## config.mk

```make
export PLATFORM = sky130hd
export DESIGN_NAME = atq_find
export DESIGN_NICKNAME = d
export VERILOG_FILES = /design/src/affinity_task_queue_with_stealing_macros.svh /design/src/atq_pkg.sv /design/src/atq_find.sv
export SDC_FILE = /design/constraint.sdc
export NUM_CORES = 1
export LEC_CHECK = 0
export ABC_AREA = 1
export BUFFER_PORTS_ARGS = -buffer_cell sky130_fd_sc_hd__buf_2
export CORE_MARGIN = 10
export CORE_UTILIZATION = 55
export DETAILED_ROUTE_END_ITERATION = 8
export GPL_TIMING_DRIVEN = 0
export MAX_ROUTING_LAYER = met4
export PLACE_DENSITY = 0.85
export REMOVE_ABC_BUFFERS = 1
export SLEW_MARGIN = 10
export SYNTH_ARGS = -nofsm -noshare
export SYNTH_HDL_FRONTEND = slang
export SYNTH_SLANG_ARGS = --single-unit
```

## constraint.sdc

```tcl
create_clock -name vclk -period 3
set_input_delay 0 -clock vclk [all_inputs]
set_output_delay 0 -clock vclk [all_outputs]
set_load 0.005 [all_outputs]
```

## src/affinity_task_queue_with_stealing_macros.svh

```systemverilog
// Assertion macros shared by the task queue RTL.
`ifndef AFFINITY_TASK_QUEUE_WITH_STEALING_MACROS_SVH
`define AFFINITY_TASK_QUEUE_WITH_STEALING_MACROS_SVH

`ifndef SYNTH
`define ATQ_ASSERT(lbl, prop, msg) \
    lbl: assert property (@(posedge aclk) disable iff (!aresetn) prop) else $error(msg);
`define ATQ_ASSERT_NEVER(lbl, cond, msg) \
    lbl: assert property (@(posedge aclk) disable iff (!aresetn) !(cond)) else $error(msg);
`else
`define ATQ_ASSERT(lbl, prop, msg)
`define ATQ_ASSERT_NEVER(lbl, cond, msg)
`endif

`endif

```

## src/atq_pkg.sv

```systemverilog
// Shared types and constants for the affinity task queue.
package atq_pkg;

    localparam int NUM_QUEUES_DEF  = 4;
    localparam int SLOTS_DEF       = 2048;
    localparam int HANDLE_BITS_DEF = 32;

    // slot flags are kept a row of ROW_BITS slots per memory word
    localparam int ROW_BITS = 32;
    localparam int ROW_LOG  = 5;
    localparam int CFG_BITS = 12;

    typedef enum logic [1:0] {
        STATUS_OK    = 2'd0,
        STATUS_FULL  = 2'd1,
        STATUS_EMPTY = 2'd2
    } status_t;

    typedef enum logic {
        CMD_PUSH = 1'b0,
        CMD_POP  = 1'b1
    } cmd_t;

    typedef enum logic [1:0] {
        MODE_PUSH,
        MODE_AFFINE,
        MODE_STEAL
    } mode_t;

    typedef enum logic [2:0] {
        ST_CLEAR,
        ST_IDLE,
        ST_START,
        ST_READ,
        ST_CHECK,
        ST_TAKE,
        ST_FETCH,
        ST_RESP
    } state_t;

    typedef struct packed {
        logic               hit;
        logic [ROW_LOG-1:0] bit_idx;
    } find_t;

endpackage

```

## src/atq_find.sv

```systemverilog
// First matching slot within one flag row, limited to the active scan window.
module atq_find
    import atq_pkg::*;
#(
    parameter int POS_W = 11,
    parameter int ROW_W = 6,
    parameter int CNT_W = 12
) (
    input  logic [ROW_BITS-1:0] cand,
    input  logic [ROW_W-1:0]    row,
    input  logic [POS_W-1:0]    start,
    input  logic [CNT_W-1:0]    limit,
    input  logic                wrap_phase,
    output find_t               res
);

    localparam int EW = ROW_W + ROW_LOG + 1;

    logic [ROW_BITS-1:0] elig;
    logic [EW-1:0]       pos_ext [ROW_BITS];

    always_comb begin
        for (int b = 0; b < ROW_BITS; b++) begin
            pos_ext[b] = EW'({row, ROW_LOG'(b)});
            elig[b] = cand[b] && (pos_ext[b] < EW'(limit)) &&
                      (wrap_phase ? (pos_ext[b] < EW'(start))
                                  : (pos_ext[b] >= EW'(start)));
        end
    end

    // lowest eligible slot wins
    always_comb begin
        res.hit     = |elig;
        res.bit_idx = '0;
        for (int b = ROW_BITS - 1; b >= 0; b--) begin
            if (elig[b]) begin
                res.bit_idx = ROW_LOG'(b);
            end
        end
    end

endmodule

```

Yosys cells after proc, flatten, opt, wreduce, memory -nomap -nowiden
Cells that the tools add are included.
{"block": "word_totals", "out_inout_bits": 6, "ff_bits": 0, "elab_cells": 225}
{"block": "classes", "n_lt_le_gt_ge": 96, "n_mux": 64, "reduce_logical": 65}
{"cell": "$lt 11x12->1", "count": 32}
{"cell": "$ge 11x11->1", "count": 32}
{"cell": "$lt 11x11->1", "count": 32}
{"cell": "$mux 5", "count": 32}
{"cell": "$logic_and 1x1->1", "count": 64}
{"cell": "$mux 1", "count": 32}
{"cell": "$reduce_or 32->1", "count": 1}

Logic depth before layout (Yosys ltp)
Gate-level depths: netlist of the first run.
{"block": "logic_depth", "word_depth": 35, "depth_mapped": 41, "depth_no_buf": 41}

Worst setup path before layout of the first run
OpenSTA, ideal clock, no wires.
{"block": "synth_path", "path_type": "input to output", "from": "in start[10]", "to": "out res[0] (netlist name)", "required_time_ns": 3.000, "path_stages": 33, "path_slack_ns": 0.493, "arrival_ns": 2.507, "path_cell_list": "inv_1 ha_1 nand2_1 inv_2 a21oi_4 o21ai_2 nor2_2 inv_2 a21oi_2 inv_2 nand2_1 inv_1 nor3_1 inv_2 nand2_1 nand2_1 nand2_1 nand2_1 nand2_1 nand2_1 nand2_1 nand2_1 nand2_1 nand2_1 nand2_1 nand2_1 nand2_1 nand2_1 nand2_1 nand2_1 nand2_1 nand2_1 a21oi_2"}
{"item": "from (decl)", "line_no": "atq_find.sv:11", "rtl": "input logic [POS_W-1:0] start,"}
{"item": "to (decl)", "line_no": "atq_find.sv:14", "rtl": "output find_t res"}

==> out/qor.csv, run 1 <==
metric,value,unit
status,"complete, but fails checks",
failing checks,negative setup slack,
die area,6880,µm²
Synth Instances,423,
placed cells,531,
fin area,2940,µm²
Final Power,0.642,mW
ant diodes,0,
vias in the first global route,2977,
"IR drop worst, VDD",0.000120,V
initial antenna violation count,0,
Slew headroom,42.9,%
count of cell types in the netlist,40,
Top Family by Delay on Critical Path,compound AO/OA/AOI/OAI gates,
"Min Clock Period, post-route",3240,ps
top cell type's share of synthesized area,22.0,%
Seq Cell Count,0,
"Hold-fix buffers, CTS",0,
critical path class,input pin to output pin,
slowest CP cell,o31ai_1,
Avg Inst Size Synth,5.15,µm²
arrival time worst endpoint,3240,ps
initial DRC count,490,
nets,580,
final worst setup slack,-240,ps
Post-DP HPWL,6590,µm
synthesized cell area,2180,µm²
Die W,83.0,µm
post-synthesis sequential area ratio,0,%
CP Cell Sequence,"buf_2, inv_1, ha_4, nand2_2, inv_1, nand2_1, nand2_1, nand2_4, nand2_8, o21ai_0, nand4_1, buf_4, buf_4, nand2_1, a21oi_1, o21ai_0, a31oi_1, o31ai_1, a31oi_1, nor2_1, o21ai_0, a21oi_1, nor2_1, buf_2",
pin count of the biggest net entering global routing,38,
Worst-Margin Slew,850,ps
Routed Antenna Nets,0,
Final Util,78.5,%
Setup-failing EPs final,2,
row count,22,
Crit path buffers/inverters,6,
# IOs,68,
total core area,3740,µm²
Max Cap Viol,0,
setup TNS,-381,ps
placed cell area,2500,µm²
worst hold-check path type,input pin to output pin,
power density cells,218,nW/µm²
worst path required time,3000,ps
drt wl/cell,16.8,µm
overall routing resource usage,22.5,%
Layout clock buffers,0,
DRC,0,
CP peak stage delay,320,ps
most frequent cells in the layout,"nand2_1 (113), buf_2 (65), inv_1 (56)",
Layout area overhead,34.9,%
storage element area,0,µm²
vias per cell,5.85,
largest area contributor in the netlist,nand2_1,
Final Max Slew Viols,0,
Placer Congestion,1.02,
static leakage,1.60,nW
Post-Place Setup Slack,-219,ps
layout cells sized above 1,33.1,%
Fin. Hold Viols,0,
Worst Setup End Kind,output pin,
hold slack,458,ps
first-pass GRT wire length,13400,µm
Die Y-Extent,83.0,µm
maximum fanout along the worst path,5,
Synth area leaders,"nand2_1 (22%), inv_1 (11%), nor2_1 (11%), ha_1 (8.0%), a21oi_1 (5.1%)",
RSZ-0062 raised after global routing,true,
drt pass-1 iters,5,
Startpoint Class,input pin,
"commonest non-fill, non-tap cell in the layout",nand2_1,
Initial Utilization,58.2,%
non-filler instance count after layout,550,
total grt overflow,0,
Tcrit/Tclk final,108,%
Syn. warnings,0,
PortBufs,68,
WL final,9230,µm
via count,3220,
fmax,0.309,GHz
## logic make-up after synthesis
kind of cell / after synthesis / share of synthesized area [%]
compound gates: 74 / 20.8
buf+inv: 81 / 17.6
xor+xnor: 1 / 0.402
fa+ha+maj: 14 / 8.04
simple gates: 253 / 53.2
## cell type report
cell class | instances | area, µm²
Multi-Input combinational cell | 342 | 2050
Tap cell | 48 | 60.1
Inverter | 73 | 313
Fill cell | 287 | 803
Timing Repair Buffer | 87 | 514
## cells in the mapped netlist (2+ instances only)
master     count
nand2_2        2
nor3_1         8
clkbuf_1       2
nor2_2         5
o211ai_1       3
or2_1          4
a21oi_1       22
o211a_1        2
nor2_1        61
a21oi_2        3
inv_2          8
o21ai_0       22
nor2_4         2
clkbuf_8       3
bufinv_8       2
buf_6          2
nand3_1       17
a31oi_1        7
o2111ai_1      2
o21bai_1       4
ha_1          14
o21ai_1        5
inv_1         62
nand3_4        4
nand4_1       14
nand2_1      128
a21oi_4        2
## report_power, final
group | switching [mW] | leakage [nW] | internal, mW
logic | 0.390 | 1.60 | 0.252
registers | 0 | 0 | 0
clock network | 0 | 0 | 0
## worst paths after layout
path | from | end | slack [ps] | cells past startpoint
setup / recovery | start[6] | res[1] | -240 | 24
hold / removal | cand[2] | res[0] | 460 | 5
## layer usage
layer  track usage (%)  vias up  wire length [µm]
met2              37.4      240              4530
met4              5.69        0               332
met3              2.64       40               811
met1              28.1     1416              3560
li1                  -     1524                 -
met5                 -        -                 0
## what timing repair did
action | in CTS | in global routing
pin swaps | 8 | 25
setup endpoints to repair | 2 | 6
setup buffers | 6 | 13
gates resized for setup | 26 | 38
Power figures use the tool's default switching activity.
==> run 2, diff against run 1 <==
--- a/config.mk
+++ b/config.mk
@@ -7,6 +7,7 @@
 export LEC_CHECK = 0
 export ABC_AREA = 1
 export BUFFER_PORTS_ARGS = -buffer_cell sky130_fd_sc_hd__buf_2
+export CORE_ASPECT_RATIO = 0.6
 export CORE_MARGIN = 10
 export CORE_UTILIZATION = 55
 export DETAILED_ROUTE_END_ITERATION = 8
==> out/qor.csv, run 2 (same netlist as run 1, synthesis figures left out) <==
metric,value,unit
ant diodes,0,
RSZ-0062 raised after global routing,true,
failing checks,negative setup slack,
area of the multi-input gates,1990,µm²
Worst Setup End Kind,output pin,
Top Family by Delay on Critical Path,simple AND/OR/NAND/NOR gates,
# IOs,68,
maximum fanout along the worst path,8,
# fillers,330,
most frequent cells in the layout,"nand2_1 (119), buf_2 (66), inv_1 (60)",
Fin. Hold Viols,0,
Max Cap Viol,0,
status,"complete, but fails checks",
Layout clock buffers,0,
Die Y-Extent,68.8,µm
vias in the first global route,2707,
worst hold-check path type,input pin to output pin,
Initial Utilization,58.2,%
DRC,0,
Placer Congestion,1.08,
initial antenna violation count,0,
Met2 Wirelength,3540,µm
Die W,101,µm
worst path required time,3000,ps
storage element area,0,µm²
Crit path buffers/inverters,5,
"Top cell by count, worst path",nand2_1,
first-pass GRT wire length,12800,µm
pin count of the biggest net entering global routing,38,
placed cells,530,
Routed Antenna Nets,0,
total grt overflow,0,
Final Util,74.9,%
initial DRC count,373,
"IR drop worst, VDD",0.000154,V
Tcrit/Tclk final,104,%
layout cells sized above 1,29.4,%
Layout area overhead,28.6,%
total core area,3740,µm²
Setup-failing EPs final,2,
"Min Clock Period, post-route",3110,ps
row count,17,
slowest CP cell,or2_1,
Slew headroom,64.2,%
static leakage,1.55,nW
final worst setup slack,-114,ps
Final Max Slew Viols,0,
Met1 Routed Length,3740,µm
Seq Cell Count,0,
critical path class,input pin to output pin,
drt wl/cell,15.4,µm
fmax,0.321,GHz
Worst-Margin Slew,537,ps
arrival time worst endpoint,3110,ps
"commonest non-fill, non-tap cell in the layout",nand2_1,
Post-DP HPWL,6710,µm
Startpoint Class,input pin,
DR WL met3,1050,µm
WL final,8360,µm
PortBufs,68,
via count,3088,
nets,572,
power density cells,212,nW/µm²
drt pass-1 iters,7,
non-filler instance count after layout,541,
vias per cell,5.71,
CP peak stage delay,280,ps
top routing layer in use,met4,
overall routing resource usage,22.8,%
die area,6960,µm²
## run 2: changes by cell type in the layout (fill, tap and decap cells not counted), sizes merged
cell	delta
inv	+1
clkinvlp	-1
buf	-8
## run 2: layer usage
metal	vias up	track usage, %
met4	0	1.73
li1	1509	-
met2	202	33.4
met3	4	3.27
met5	-	-
met1	1373	33.1
## run 2: timing repair
| item | 4_1_cts | 5_1_grt |
|---|---|---|
| setup buffers | 2 | 9 |
| hold endpoints to repair | 0 | 0 |
| gates resized for setup | 13 | 33 |
| hold buffers | 0 | 0 |
| pin swaps | 5 | 27 |
| endpoints found under the setup margin | 1 | 5 |
## run 2: path summary, 6_finish.rpt
path,cells past startpoint,end,slack [ps],startpoint
worst max-delay path,36,res[0],-110,row[4]
worst min-delay path,5,res[0],440,cand[2]
## run 2: metrics by stage
stage          hold slack [ps]  cell area [µm²]  setup slack [ps]  setup TNS (ps)  power, mW
2_1_floorplan              211             2100               498               0      0.357
3_3_place_gp               433             2500              -132            -132      0.496
3_5_place_dp               439             2500              -190            -190      0.511
4_1_cts                    440             2580              1.14               0      0.527
5_1_grt                    490             2800              -450            -705      0.665
6_report                   445             2800              -114            -184      0.595
## run 2: area by class of cell
type / count / area share [%]
well taps: 47 / 2.10
multi-input cells: 342 / 71.2
inverters: 73 / 11.0
repair buffers: 79 / 15.7
## run 2: power by group
group          switching (mW)  leakage, nW  internal, mW  total [mW]
Combinational           0.364         1.55         0.230       0.595
Sequential                  0            0             0           0
Clock                       0            0             0           0
